==> src/rtl/core/lgs_pkg.sv <==
// Package for the lidar gap steering core: item types, codes, widths and
// controller states. Used by every module of the block; depends on nothing.
`timescale 1ns / 1ps
`default_nettype none
package lgs_pkg;

  // Iterative divider sizing.
  localparam int DIVIDEND_W = 48;
  localparam int DIVISOR_W  = 32;
  localparam int DIV_CNT_W  = 6;

  localparam int COUNT_W = 13;
  localparam logic [COUNT_W-1:0] COUNT_FULL = '1;
  localparam logic [13:0] SPEED_MAX = 14'd10000;
  localparam logic [10:0] STEER_LIM = 11'd1571;

  // Register indexes on the configuration port.
  localparam logic [2:0] CFG_LOGIC_EN    = 3'd0;
  localparam logic [2:0] CFG_REQ_ODOM    = 3'd1;
  localparam logic [2:0] CFG_CRUISE      = 3'd2;
  localparam logic [2:0] CFG_STOP_DIST   = 3'd3;
  localparam logic [2:0] CFG_SLOW_DIST   = 3'd4;
  localparam logic [2:0] CFG_MAX_STEER   = 3'd5;
  localparam logic [2:0] CFG_STEER_GAIN  = 3'd6;

  // Reason codes of a command.
  localparam logic [2:0] RSN_LOGIC_OFF  = 3'd0;
  localparam logic [2:0] RSN_SCAN_STALE = 3'd1;
  localparam logic [2:0] RSN_ODOM_STALE = 3'd2;
  localparam logic [2:0] RSN_NO_ENABLE  = 3'd3;
  localparam logic [2:0] RSN_FAULT      = 3'd4;
  localparam logic [2:0] RSN_OBSTACLE   = 3'd5;
  localparam logic [2:0] RSN_GAP_DRIVE  = 3'd6;

  localparam logic REQ_SAMPLE = 1'b0;
  localparam logic REQ_TICK   = 1'b1;

  typedef struct packed {
    logic              req_type;
    logic [15:0]       range_mm;
    logic signed [15:0] angle_cdeg;
    logic              range_usable;
    logic [13:0]       clear_mm;
    logic              last_sample;
    logic              mode_autonomous;
    logic              drive_enabled;
    logic              scan_recent;
    logic              odom_recent;
    logic              veh_fault;
  } in_item_t;

  typedef struct packed {
    logic [13:0]        speed_mm_s;
    logic signed [11:0] steering_mrad;
    logic [2:0]         reason_code;
  } out_item_t;

  typedef enum logic [3:0] {
    OP_NONE,
    OP_CAPTURE,
    OP_ACC,
    OP_GATE,
    OP_DIVL,
    OP_WAITL,
    OP_DIVR,
    OP_WAITR,
    OP_COMMIT,
    OP_STEER_MUL,
    OP_STEER_DIV,
    OP_STEER_WAIT,
    OP_SPEED_MUL1,
    OP_SPEED_MUL2,
    OP_SPEED_DIV,
    OP_SPEED_WAIT
  } op_t;

  // OP_LOAD_OUT is carried separately so the enum stays within four bits.
  typedef struct packed {
    op_t  op;
    logic load_out;
  } cmd_t;

  typedef struct packed {
    logic is_tick;
    logic last;
    logic mode;
    logic gate_stop;
    logic div_done;
  } status_t;

  typedef enum logic [3:0] {
    S_IDLE,
    S_DISPATCH,
    S_DIVL,
    S_WAITL,
    S_DIVR,
    S_WAITR,
    S_COMMIT,
    S_STEER_MUL,
    S_STEER_DIV,
    S_STEER_WAIT,
    S_SPEED_MUL1,
    S_SPEED_MUL2,
    S_SPEED_DIV,
    S_SPEED_WAIT,
    S_EMIT
  } state_t;

endpackage
`default_nettype wire

==> src/rtl/core/lidar_gap_steering_core.sv <==
// Top level of the lidar gap steering core: joins the controller and the
// datapath. Uses lgs_pkg, lgs_ctrl and lgs_datapath.
`timescale 1ns / 1ps
`default_nettype none
// The core takes one item at a time over a valid/ready input channel. A scan
// sample is captured and then added to the accumulators before the core is
// ready again; the last sample of a scan also forms the two rounded sector
// averages and commits the front minimum. A control tick that is dropped for
// mode returns straight to idle, and one that a gate stops goes to the emit
// step and waits there for the output register; a tick that drives runs the
// steering and speed arithmetic before that same wait. The long paths are set
// by the single shared restoring divider, which resolves one quotient bit per
// cycle over 48 bits, and the divisions go through it in turn. A result sits
// in an output register, so the next item is accepted while a command still
// waits for the consumer. Configuration registers are written through the
// plain write port while the core is idle; the user must keep to this, as the core does not enforce it.
module lidar_gap_steering_core (
  input  wire logic               clk,
  input  wire logic               rst_n,
  input  wire logic               in_valid,
  output logic                    in_ready,
  input  wire lgs_pkg::in_item_t  in_data,
  output logic                    out_valid,
  input  wire logic               out_ready,
  output lgs_pkg::out_item_t      out_data,
  input  wire logic               cfg_we,
  input  wire logic [2:0]         cfg_index,
  input  wire logic [15:0]        cfg_wdata
);
  import lgs_pkg::*;

  // Commands flow down to the datapath, status flows back up.
  cmd_t    cmd;
  status_t status;

  lgs_ctrl u_ctrl (
    .clk       (clk),
    .rst_n     (rst_n),
    .in_valid  (in_valid),
    .in_ready  (in_ready),
    .out_valid (out_valid),
    .out_ready (out_ready),
    .status    (status),
    .cmd       (cmd)
  );

  lgs_datapath u_dp (
    .clk       (clk),
    .rst_n     (rst_n),
    .in_data   (in_data),
    .cfg_we    (cfg_we),
    .cfg_index (cfg_index),
    .cfg_wdata (cfg_wdata),
    .cmd       (cmd),
    .status    (status),
    .out_data  (out_data)
  );

endmodule
`default_nettype wire

==> src/rtl/core/lgs_div.sv <==
// Restoring divider, one quotient bit per cycle, shared by all divisions.
// Depends on lgs_pkg.
`timescale 1ns / 1ps
`default_nettype none
module lgs_div (
  input  wire logic                            clk,
  input  wire logic                            rst_n,
  input  wire logic                            start,
  input  wire logic [lgs_pkg::DIVIDEND_W-1:0]  dividend,
  input  wire logic [lgs_pkg::DIVISOR_W-1:0]   divisor,
  output logic                                 done,
  output logic [lgs_pkg::DIVIDEND_W-1:0]       quotient
);
  import lgs_pkg::*;

  localparam logic [DIV_CNT_W-1:0] LAST_STEP = DIV_CNT_W'(DIVIDEND_W - 1);

  logic [DIVIDEND_W-1:0] quo_r, quo_nxt;
  logic [DIVISOR_W-1:0]  rem_r, rem_nxt;
  logic [DIVISOR_W-1:0]  dvs_r;
  logic [DIV_CNT_W-1:0]  cnt_r, cnt_nxt;
  logic                  busy_r, busy_nxt;
  logic                  done_r, done_nxt;
  logic [DIVISOR_W:0]    rem_sh;
  logic [DIVISOR_W+1:0]  sub;

  // The partial remainder always stays below the divisor, so it fits in
  // the divisor width.
  always_comb begin
    rem_sh   = {rem_r, quo_r[DIVIDEND_W-1]};
    sub      = {1'b0, rem_sh} - {2'b00, dvs_r};
    quo_nxt  = quo_r;
    rem_nxt  = rem_r;
    cnt_nxt  = cnt_r;
    busy_nxt = busy_r;
    done_nxt = 1'b0;
    if (start) begin
      quo_nxt  = dividend;
      rem_nxt  = '0;
      cnt_nxt  = LAST_STEP;
      busy_nxt = 1'b1;
    end else if (busy_r) begin
      quo_nxt = {quo_r[DIVIDEND_W-2:0], ~sub[DIVISOR_W+1]};
      rem_nxt = sub[DIVISOR_W+1] ? rem_sh[DIVISOR_W-1:0] : sub[DIVISOR_W-1:0];
      cnt_nxt = cnt_r - 1'b1;
      if (cnt_r == '0) begin
        busy_nxt = 1'b0;
        done_nxt = 1'b1;
      end
    end
  end

  always_ff @(posedge clk) begin
    if (!rst_n) begin
      busy_r <= 1'b0;
      done_r <= 1'b0;
      cnt_r  <= '0;
    end else begin
      busy_r <= busy_nxt;
      done_r <= done_nxt;
      cnt_r  <= cnt_nxt;
    end
  end

  always_ff @(posedge clk) begin
    quo_r <= quo_nxt;
    rem_r <= rem_nxt;
    if (start) begin
      dvs_r <= divisor;
    end
  end

  assign done     = done_r;
  assign quotient = quo_r;

endmodule
`default_nettype wire

==> src/rtl/core/lgs_datapath.sv <==
// Datapath: configuration registers, scan accumulators, committed sector
// results, steering and speed arithmetic, output register. Uses lgs_pkg, lgs_div.
`timescale 1ns / 1ps
`default_nettype none
module lgs_datapath (
  input  wire logic              clk,
  input  wire logic              rst_n,
  input  wire lgs_pkg::in_item_t in_data,
  input  wire logic              cfg_we,
  input  wire logic [2:0]        cfg_index,
  input  wire logic [15:0]       cfg_wdata,
  input  wire lgs_pkg::cmd_t     cmd,
  output lgs_pkg::status_t       status,
  output lgs_pkg::out_item_t     out_data
);
  import lgs_pkg::*;

  // Configuration.
  logic        logic_en_r, req_odom_r;
  logic [13:0] cruise_r;
  logic [15:0] stop_r, slow_cfg_r;
  logic [10:0] max_steer_r;
  logic [11:0] gain_r;

  // Scan state.
  logic [15:0]        fmin_r;
  logic               fseen_r;
  logic [31:0]        lsum_r, rsum_r;
  logic [COUNT_W-1:0] lcnt_r, rcnt_r;
  logic [15:0]        front_r;
  logic               fvalid_r;
  logic [15:0]        lclr_r, rclr_r;

  // Work registers.
  in_item_t  item_r;
  logic      neg_r;
  logic [16:0] scale_r;
  logic [27:0] prod_r;
  logic [10:0] mag_r;
  logic [30:0] p1_r;
  logic [16:0] d1_r;
  logic [13:0] n2_r, d2_r;
  logic [44:0] p2_r;
  logic [30:0] dd_r;
  out_item_t res_r, out_r;

  logic [DIVIDEND_W-1:0] div_dividend, div_q;
  logic [DIVISOR_W-1:0]  div_divisor;
  logic                  div_start, div_done;

  lgs_div u_div (
    .clk      (clk),
    .rst_n    (rst_n),
    .start    (div_start),
    .dividend (div_dividend),
    .divisor  (div_divisor),
    .done     (div_done),
    .quotient (div_q)
  );

  // Sample classification.
  logic signed [15:0] ang;
  logic [15:0] val;
  logic in_front, in_left, in_right;
  always_comb begin
    ang      = item_r.angle_cdeg;
    val      = item_r.range_usable ? item_r.range_mm : {2'b00, item_r.clear_mm};
    in_front = (ang >= -16'sd1500) && (ang <= 16'sd1500) && item_r.range_usable;
    in_left  = (ang >= 16'sd1000) && (ang <= 16'sd7000) && (lcnt_r != COUNT_FULL);
    in_right = (ang >= -16'sd7000) && (ang <= -16'sd1000) && (rcnt_r != COUNT_FULL);
  end

  // Gate chain of a tick.
  logic [2:0] reason;
  always_comb begin
    if (!logic_en_r) begin
      reason = RSN_LOGIC_OFF;
    end else if (!item_r.scan_recent) begin
      reason = RSN_SCAN_STALE;
    end else if (req_odom_r && !item_r.odom_recent) begin
      reason = RSN_ODOM_STALE;
    end else if (!item_r.drive_enabled) begin
      reason = RSN_NO_ENABLE;
    end else if (item_r.veh_fault) begin
      reason = RSN_FAULT;
    end else if (fvalid_r && (front_r <= stop_r)) begin
      reason = RSN_OBSTACLE;
    end else begin
      reason = RSN_GAP_DRIVE;
    end
  end

  // Steering front end.
  logic [16:0] lr_sum, scale;
  logic        neg;
  logic [15:0] diff;
  always_comb begin
    lr_sum = {1'b0, lclr_r} + {1'b0, rclr_r};
    scale  = (lr_sum > 17'd500) ? lr_sum : 17'd500;
    neg    = rclr_r > lclr_r;
    diff   = neg ? (rclr_r - lclr_r) : (lclr_r - rclr_r);
  end

  // Speed factors.
  logic [16:0] slow, stop_ext, n1, d1;
  logic [13:0] m5, three_mag, num2, n2, d2;
  always_comb begin
    stop_ext  = {1'b0, stop_r};
    slow      = ({1'b0, slow_cfg_r} > stop_ext + 17'd10) ? {1'b0, slow_cfg_r}
                                                          : stop_ext + 17'd10;
    if (fvalid_r && ({1'b0, front_r} < slow)) begin
      n1 = {1'b0, front_r} - stop_ext;
      d1 = slow - stop_ext;
    end else begin
      n1 = 17'd1;
      d1 = 17'd1;
    end
    m5        = 14'(max_steer_r) * 14'd5;
    three_mag = 14'(mag_r) * 14'd3;
    num2      = m5 - three_mag;
    n2 = 14'd1;
    d2 = 14'd1;
    if (max_steer_r != '0) begin
      if ({num2, 2'b00} < {2'b00, m5}) begin
        n2 = 14'd1;
        d2 = 14'd4;
      end else begin
        n2 = num2;
        d2 = m5;
      end
    end
  end

  // Divider operand selection.
  logic [37:0] steer_num;
  always_comb begin
    steer_num    = 38'(prod_r) * 38'd1000;
    div_start    = 1'b0;
    div_dividend = '0;
    div_divisor  = '0;
    case (cmd.op)
      OP_DIVL: begin
        div_start    = 1'b1;
        div_dividend = DIVIDEND_W'(lsum_r) + DIVIDEND_W'(lcnt_r >> 1);
        div_divisor  = DIVISOR_W'(lcnt_r);
      end
      OP_DIVR: begin
        div_start    = 1'b1;
        div_dividend = DIVIDEND_W'(rsum_r) + DIVIDEND_W'(rcnt_r >> 1);
        div_divisor  = DIVISOR_W'(rcnt_r);
      end
      OP_STEER_DIV: begin
        div_start    = 1'b1;
        div_dividend = DIVIDEND_W'(steer_num) + DIVIDEND_W'({scale_r, 7'd0});
        div_divisor  = DIVISOR_W'({scale_r, 8'd0});
      end
      OP_SPEED_DIV: begin
        div_start    = 1'b1;
        div_dividend = DIVIDEND_W'(p2_r) + DIVIDEND_W'(dd_r >> 1);
        div_divisor  = DIVISOR_W'(dd_r);
      end
      default: begin
      end
    endcase
  end

  // Final command values after the speed division.
  logic [13:0] spd_sat;
  logic [10:0] steer_abs;
  always_comb begin
    spd_sat   = (div_q > DIVIDEND_W'(SPEED_MAX)) ? SPEED_MAX : div_q[13:0];
    steer_abs = (mag_r > STEER_LIM) ? STEER_LIM : mag_r;
  end

  // Configuration writes.
  always_ff @(posedge clk) begin
    if (!rst_n) begin
      logic_en_r  <= 1'b1;
      req_odom_r  <= 1'b1;
      cruise_r    <= 14'd350;
      stop_r      <= 16'd350;
      slow_cfg_r  <= 16'd900;
      max_steer_r <= 11'd450;
      gain_r      <= 12'd230;
    end else if (cfg_we) begin
      unique case (cfg_index)
        CFG_LOGIC_EN:   logic_en_r  <= cfg_wdata[0];
        CFG_REQ_ODOM:   req_odom_r  <= cfg_wdata[0];
        CFG_CRUISE:     cruise_r    <= cfg_wdata[13:0];
        CFG_STOP_DIST:  stop_r      <= cfg_wdata;
        CFG_SLOW_DIST:  slow_cfg_r  <= cfg_wdata;
        CFG_MAX_STEER:  max_steer_r <= cfg_wdata[10:0];
        CFG_STEER_GAIN: gain_r      <= cfg_wdata[11:0];
        default: begin
        end
      endcase
    end
  end

  // Scan accumulators and committed results.
  always_ff @(posedge clk) begin
    if (!rst_n) begin
      fmin_r   <= '1;
      fseen_r  <= 1'b0;
      lsum_r   <= '0;
      lcnt_r   <= '0;
      rsum_r   <= '0;
      rcnt_r   <= '0;
      front_r  <= '1;
      fvalid_r <= 1'b0;
      lclr_r   <= '0;
      rclr_r   <= '0;
    end else begin
      case (cmd.op)
        OP_ACC: begin
          if (in_front) begin
            if (item_r.range_mm < fmin_r) begin
              fmin_r <= item_r.range_mm;
            end
            fseen_r <= 1'b1;
          end
          if (in_left) begin
            lsum_r <= lsum_r + 32'(val);
            lcnt_r <= lcnt_r + 1'b1;
          end
          if (in_right) begin
            rsum_r <= rsum_r + 32'(val);
            rcnt_r <= rcnt_r + 1'b1;
          end
        end
        OP_WAITL: begin
          if (div_done) begin
            lclr_r <= (lcnt_r == '0) ? 16'd0 : div_q[15:0];
          end
        end
        OP_WAITR: begin
          if (div_done) begin
            rclr_r <= (rcnt_r == '0) ? 16'd0 : div_q[15:0];
          end
        end
        OP_COMMIT: begin
          front_r  <= fmin_r;
          fvalid_r <= fseen_r;
          fmin_r   <= '1;
          fseen_r  <= 1'b0;
          lsum_r   <= '0;
          lcnt_r   <= '0;
          rsum_r   <= '0;
          rcnt_r   <= '0;
        end
        default: begin
        end
      endcase
    end
  end

  // Item capture and tick arithmetic.
  always_ff @(posedge clk) begin
    case (cmd.op)
      OP_CAPTURE: item_r <= in_data;
      OP_GATE: begin
        res_r.speed_mm_s    <= '0;
        res_r.steering_mrad <= '0;
        res_r.reason_code   <= reason;
      end
      OP_STEER_MUL: begin
        neg_r   <= neg;
        scale_r <= scale;
        prod_r  <= 28'(gain_r) * 28'(diff);
      end
      OP_STEER_WAIT: begin
        if (div_done) begin
          mag_r <= (div_q > DIVIDEND_W'(max_steer_r)) ? max_steer_r : div_q[10:0];
        end
      end
      OP_SPEED_MUL1: begin
        p1_r <= 31'(cruise_r) * 31'(n1);
        d1_r <= d1;
        n2_r <= n2;
        d2_r <= d2;
      end
      OP_SPEED_MUL2: begin
        p2_r <= 45'(p1_r) * 45'(n2_r);
        dd_r <= 31'(d1_r) * 31'(d2_r);
      end
      OP_SPEED_WAIT: begin
        if (div_done) begin
          res_r.speed_mm_s    <= spd_sat;
          res_r.steering_mrad <= neg_r ? -$signed({1'b0, steer_abs})
                                       : $signed({1'b0, steer_abs});
          res_r.reason_code   <= RSN_GAP_DRIVE;
        end
      end
      default: begin
      end
    endcase
    if (cmd.load_out) begin
      out_r <= res_r;
    end
  end

  always_comb begin
    status.is_tick   = item_r.req_type != REQ_SAMPLE;
    status.last      = item_r.last_sample;
    status.mode      = item_r.mode_autonomous;
    status.gate_stop = reason != RSN_GAP_DRIVE;
    status.div_done  = div_done;
  end

  assign out_data = out_r;

endmodule
`default_nettype wire

==> src/rtl/core/lgs_ctrl.sv <==
// Controller state machine: sequences accumulate, commit, gating, steering
// and speed steps, and owns the handshakes. Uses lgs_pkg.
`timescale 1ns / 1ps
`default_nettype none
module lgs_ctrl (
  input  wire logic             clk,
  input  wire logic             rst_n,
  input  wire logic             in_valid,
  output logic                  in_ready,
  output logic                  out_valid,
  input  wire logic             out_ready,
  input  wire lgs_pkg::status_t status,
  output lgs_pkg::cmd_t         cmd
);
  import lgs_pkg::*;

  state_t state_r, state_nxt;
  logic   out_valid_r, out_valid_nxt;

  always_ff @(posedge clk) begin
    if (!rst_n) begin
      state_r     <= S_IDLE;
      out_valid_r <= 1'b0;
    end else begin
      state_r     <= state_nxt;
      out_valid_r <= out_valid_nxt;
    end
  end

  always_comb begin
    state_nxt     = state_r;
    out_valid_nxt = out_valid_r && !out_ready;
    cmd.op        = OP_NONE;
    cmd.load_out  = 1'b0;
    in_ready      = 1'b0;
    unique case (state_r)
      S_IDLE: begin
        in_ready = 1'b1;
        cmd.op   = OP_CAPTURE;
        if (in_valid) begin
          state_nxt = S_DISPATCH;
        end
      end
      S_DISPATCH: begin
        if (!status.is_tick) begin
          cmd.op    = OP_ACC;
          state_nxt = status.last ? S_DIVL : S_IDLE;
        end else if (!status.mode) begin
          state_nxt = S_IDLE;
        end else begin
          cmd.op    = OP_GATE;
          state_nxt = status.gate_stop ? S_EMIT : S_STEER_MUL;
        end
      end
      S_DIVL: begin
        cmd.op    = OP_DIVL;
        state_nxt = S_WAITL;
      end
      S_WAITL: begin
        cmd.op = OP_WAITL;
        if (status.div_done) begin
          state_nxt = S_DIVR;
        end
      end
      S_DIVR: begin
        cmd.op    = OP_DIVR;
        state_nxt = S_WAITR;
      end
      S_WAITR: begin
        cmd.op = OP_WAITR;
        if (status.div_done) begin
          state_nxt = S_COMMIT;
        end
      end
      S_COMMIT: begin
        cmd.op    = OP_COMMIT;
        state_nxt = S_IDLE;
      end
      S_STEER_MUL: begin
        cmd.op    = OP_STEER_MUL;
        state_nxt = S_STEER_DIV;
      end
      S_STEER_DIV: begin
        cmd.op    = OP_STEER_DIV;
        state_nxt = S_STEER_WAIT;
      end
      S_STEER_WAIT: begin
        cmd.op = OP_STEER_WAIT;
        if (status.div_done) begin
          state_nxt = S_SPEED_MUL1;
        end
      end
      S_SPEED_MUL1: begin
        cmd.op    = OP_SPEED_MUL1;
        state_nxt = S_SPEED_MUL2;
      end
      S_SPEED_MUL2: begin
        cmd.op    = OP_SPEED_MUL2;
        state_nxt = S_SPEED_DIV;
      end
      S_SPEED_DIV: begin
        cmd.op    = OP_SPEED_DIV;
        state_nxt = S_SPEED_WAIT;
      end
      S_SPEED_WAIT: begin
        cmd.op = OP_SPEED_WAIT;
        if (status.div_done) begin
          state_nxt = S_EMIT;
        end
      end
      S_EMIT: begin
        if (!out_valid_r || out_ready) begin
          cmd.load_out  = 1'b1;
          out_valid_nxt = 1'b1;
          state_nxt     = S_IDLE;
        end
      end
      default: begin
        state_nxt = S_IDLE;
      end
    endcase
  end

  assign out_valid = out_valid_r;

`ifndef ASSERT_OFF
  a_emit_origin: assert property (@(posedge clk) disable iff (!rst_n)
    $rose(out_valid_r) |-> $past(state_r == S_EMIT))
    else $error("result appeared outside the emit step");

  a_div_done_waited: assert property (@(posedge clk) disable iff (!rst_n)
    status.div_done |-> (state_r == S_WAITL || state_r == S_WAITR ||
                         state_r == S_STEER_WAIT || state_r == S_SPEED_WAIT))
    else $error("divider finished while nobody was waiting");

  a_commit_after_right: assert property (@(posedge clk) disable iff (!rst_n)
    state_r == S_COMMIT |-> $past(state_r == S_WAITR))
    else $error("commit without the right sector average");
`endif

endmodule
`default_nettype wire
==> config.mk <==
export PLATFORM = sky130hd
export DESIGN_NAME = lidar_gap_steering_core
export DESIGN_NICKNAME = d
export VERILOG_FILES = /design/src/rtl/core/lgs_pkg.sv /design/src/rtl/core/lidar_gap_steering_core.sv /design/src/rtl/core/lgs_div.sv /design/src/rtl/core/lgs_datapath.sv /design/src/rtl/core/lgs_ctrl.sv
export SDC_FILE = /design/constraint.sdc
export NUM_CORES = 2
export LEC_CHECK = 0
export ABC_CLOCK_PERIOD_IN_PS = 14200
export BUFFER_PORTS_ARGS = -buffer_cell sky130_fd_sc_hd__buf_2
export CORE_MARGIN = 1
export CORE_UTILIZATION = 45
export DETAILED_ROUTE_END_ITERATION = 6
export PLACE_DENSITY = 0.67
export SYNTH_ARGS = -nofsm -noshare
export SYNTH_HDL_FRONTEND = slang
export SYNTH_SLANG_ARGS = --single-unit
==> constraint.sdc <==
create_clock -name clk -period 14.2 [get_ports clk]
set_clock_uncertainty 0.2 [all_clocks]
set_input_delay 2.84 -clock clk [delete_from_list [all_inputs] [get_ports clk]]
set_output_delay 2.84 -clock clk [all_outputs]
set_load 0.05 [all_outputs]
==> results.json <==
{
  "grt_max_degree": 72,
  "status": "complete, but fails checks",
  "hold_start": "u_dp.res_r[21]",
  "root_buffer": "clkbuf_16",
  "ys.flop_type": "edfxtp_1",
  "areaGrowthSynthToFinish_pct": 7.07,
  "clkTransAtPathRegs_ps": 70,
  "final_area_sq_um": 84000,
  "numCtsBuffers": 76,
  "synth.avg_cell_area_sq_um": 9.28,
  "post_drt_wl_per_cell_microns": 21.5,
  "relSlewSlack_pct": 15.7,
  "grt_antenna_before_repair": 14,
  "worstSkewPairLatency_ps": 720,
  "critPathKind": "reg2reg",
  "p_seq_share_pct": 33.4,
  "p_sw_uw": 3380,
  "netlist.area_leader.share_pct": 24.6,
  "min_period_over_period_pct": 92.6,
  "rsz0062_at_grt": "no",
  "synth_compound_area_share_pct": 11.4,
  "yosys.area_share.simple_pct": 16.5,
  "drtPass1Iterations": 7,
  "core_area_sq_um": 172000,
  "cp.required_ps": 14430,
  "yosysMostFrequentCell": "inv_1",
  "grt_use_total_pct": 26.6,
  "p_int_uw": 4990,
  "die_w_microns": 420,
  "path_buf_inv": 9,
  "finalSetupViolCount": 0,
  "worst-path-max-fanout": 29,
  "postCtsSetupRepairBufs": 0,
  "crit_family": "compound AO/OA/AOI/OAI gates",
  "cap_viol_max_count": 0,
  "die-area_sq_um": 176000,
  "clkPwrFrac_pct": 24.9,
  "startpoint": "u_dp.stop_r[4]",
  "grt_pass1_vias": 62700,
  "seq_area_frac_synth_pct": 22.2,
  "gp_congestion": 0.975,
  "synth_common_cells": "inv_1, nand2_1, fa_1",
  "post-synth-top-area-cell": "fa_1",
  "synth_top_family_by_area": "adder cells",
  "wl_microns": 232000,
  "drv_slew": 0,
  "synthCells": 8460,
  "start_util_pct": 45.5,
  "clkSinkCount": 672,
  "synth-async-reset-ratio_pct": 0,
  "synth_cell_types": 97,
  "overflow": 0,
  "crit_slowest_cell": "o211ai_1",
  "placedInstanceArea_sq_um": 81400,
  "finalHoldViolCount": 0,
  "worst_pin_slew_ps": 1260,
  "r2r_start": "u_dp.stop_r[4]",
  "cts_tree": "done",
  "cp_data_arrival_time_ps": 13380,
  "drt-initial-drc-count": 5073,
  "syn-num-nets": 10300,
  "grt_pass1_wl_microns": 362000,
  "hold_buffers": 0,
  "synth_fa_ha_area_share_pct": 37.0,
  "die_y_microns": 420,
  "period_minus_slack_ps": 13150,
  "setup_tns_ps": 0,
  "cp-end-kind": "register",
  "port-buffer-count": 108,
  "violations": "design-rule violations",
  "max_freq_mhz": 76.1,
  "htree_levels": 3,
  "worstHoldPathType": "reg2reg",
  "synthTopCellsByArea": "fa_1, edfxtp_1, ha_1",
  "pwr-share-comb_pct": 41.7,
  "post-route-drc-count": 11,
  "synth_edf_count": 400,
  "nNetsFinal": 10200,
  "drive_above_1_share_pct": 5.29,
  "yosys-mux-area-fraction_pct": 0.815,
  "swShare_pct": 40.4,
  "cts-resized-gates": 0,
  "rows": 152,
  "p_per_area_nw_per_um2": 99.6,
  "clock_path_buffers": 3,
  "vias": 61100,
  "ys_warn_count": 0,
  "p_leak_uw": 0.0389,
  "synth.cell_area_sq_um": 78500,
  "ant_nets": 0,
  "synth_xor_area_share_pct": 4.83,
  "cpMostUsedCell": "a21o_1",
  "critPathLaunchType": "register",
  "vdd_ir_drop_max_v": 0.000123,
  "total_power_uw": 8370,
  "num_io_pins": 109,
  "synth_seq_cells": 672,
  "ff2ff_setup_slack_ps": 1050,
  "hpwlAfterDp_microns": 184000,
  "slowest_delay_ps": 670,
  "via_per_inst": 5.68
}
placed cells by master (no fill, tap or decap), types with 21 or more instances in the layout:
cell type and instances:
nor2b_1 88, nand2_1 1055, mux2_2 39, inv_1 1122, a22oi_1 43, nand2b_1 81, xnor2_1 284, nand3_1 193
a211oi_1 21, a31oi_1 57, ha_1 777, clkbuf_16 78, xor2_1 139, a222oi_1 24, or3_1 46, nand3b_1 26
nand4_1 52, and3_1 141, o211ai_1 77, nor3_1 105, o21a_1 59, o31ai_1 23, nor4_1 35, a21o_1 146
edfxtp_1 400, buf_2 108, dfxtp_1 271, o21bai_1 52, and2_1 383, o21ai_0 218, fa_1 964, nor2_1 427
buf_4 96, a21oi_1 421
worst register-to-register path, delay by kind of cell (launching register included):
family                   cells  cell delay [ps]
AO/OA/AOI/OAI               25             5580
adder cells (fa/ha/maj)      9             3920
buffers and inverters        9             1320
AND/OR/NAND/NOR              5             1210
flip-flops                   1              380
XOR/XNOR                     2              280
power by group through the flow:
stage,logic (uW),registers [uW],clock network [uW]
2_1_floorplan,2440,2710,0
3_3_place_gp,3370,2820,0
3_5_place_dp,3450,2820,0
4_1_cts,3470,2780,2110
5_1_grt,3820,2820,2180
6_report,3490,2800,2080
final cells by class:
type / instances / area (sq um)
clock buffers: 99 / 2100
repair buffers: 204 / 1260
fillers: 16000 / 88500
well taps: 2310 / 2890
flip-flops and latches: 672 / 17500
multi-input cells: 6303 / 55600
diodes: 7 / 17.5
clock inverters: 41 / 513
inverters: 1127 / 4230
layer usage:
layer / share of wire, % / vias to the layer above / routed length [microns] / track usage, %
met5: 0.0043 / - / 10 / 0
met4: 3.9 / 2 / 9090 / 9.58
met3: 7.6 / 389 / 17700 / 4.25
met2: 46 / 2214 / 108000 / 43.4
met1: 42 / 30600 / 97200 / 35.7
li1: - / 27900 / - / -
stage by stage:
stage | util (%) | worst slack (ps) | instances | hold slack (ps)
after floorplan | - | 2500 | 8460 | 200
after global placement | 47.2 | 1330 | 10600 | 201
after detailed placement | 47.2 | 1110 | 10600 | 205
after CTS | 48.7 | 1050 | 10800 | 221
after global routing | 48.7 | 290 | 10800 | 227
final | 48.7 | 1050 | 10800 | 218
worst paths after layout:
| path | end | depth (start not counted) |
|---|---|---|
| setup reg to reg | u_dp.p1_r[29] | 50 |
| hold reg to reg | u_dp.out_data[21] | 0 |
| setup / recovery | u_dp.p1_r[29] | 50 |
| hold / removal | u_dp.out_data[21] | 0 |
flip-flops by register name, summed over array words and instances, names as in the netlist, 16 cells and up:
name	flops
u_dp.res_r	29
u_dp.prod_r	28
u_dp.dd_r	31
u_dp.lclr_r	16
u_dp.item_r	35
u_dp.rclr_r	16
u_dp.p1_r	31
u_dp.slow_cfg_r	16
u_dp.d1_r	17
u_dp.u_div.rem_r	32
u_dp.ang	16
u_dp.stop_r	16
u_dp.rsum_r	32
u_dp.out_data	29
u_dp.u_div.quotient	48
u_dp.u_div.dvs_r	31
u_dp.p2_r	45
u_dp.fmin_r	16
u_dp.front_r	16
u_dp.scale_r	17
u_dp.lsum_r	32
cell families (layout without fill, tap and decap cells):
logic type / count (synthesis) / after routing
buf+inv: 1485 / 1471
other cells: 0 / 7
simple gates: 2709 / 2709
xor+xnor: 430 / 430
flops: 672 / 672
mux: 59 / 59
fa+ha+maj: 1741 / 1741
compound gates: 1364 / 1364
Power figures use the tool's default switching activity.
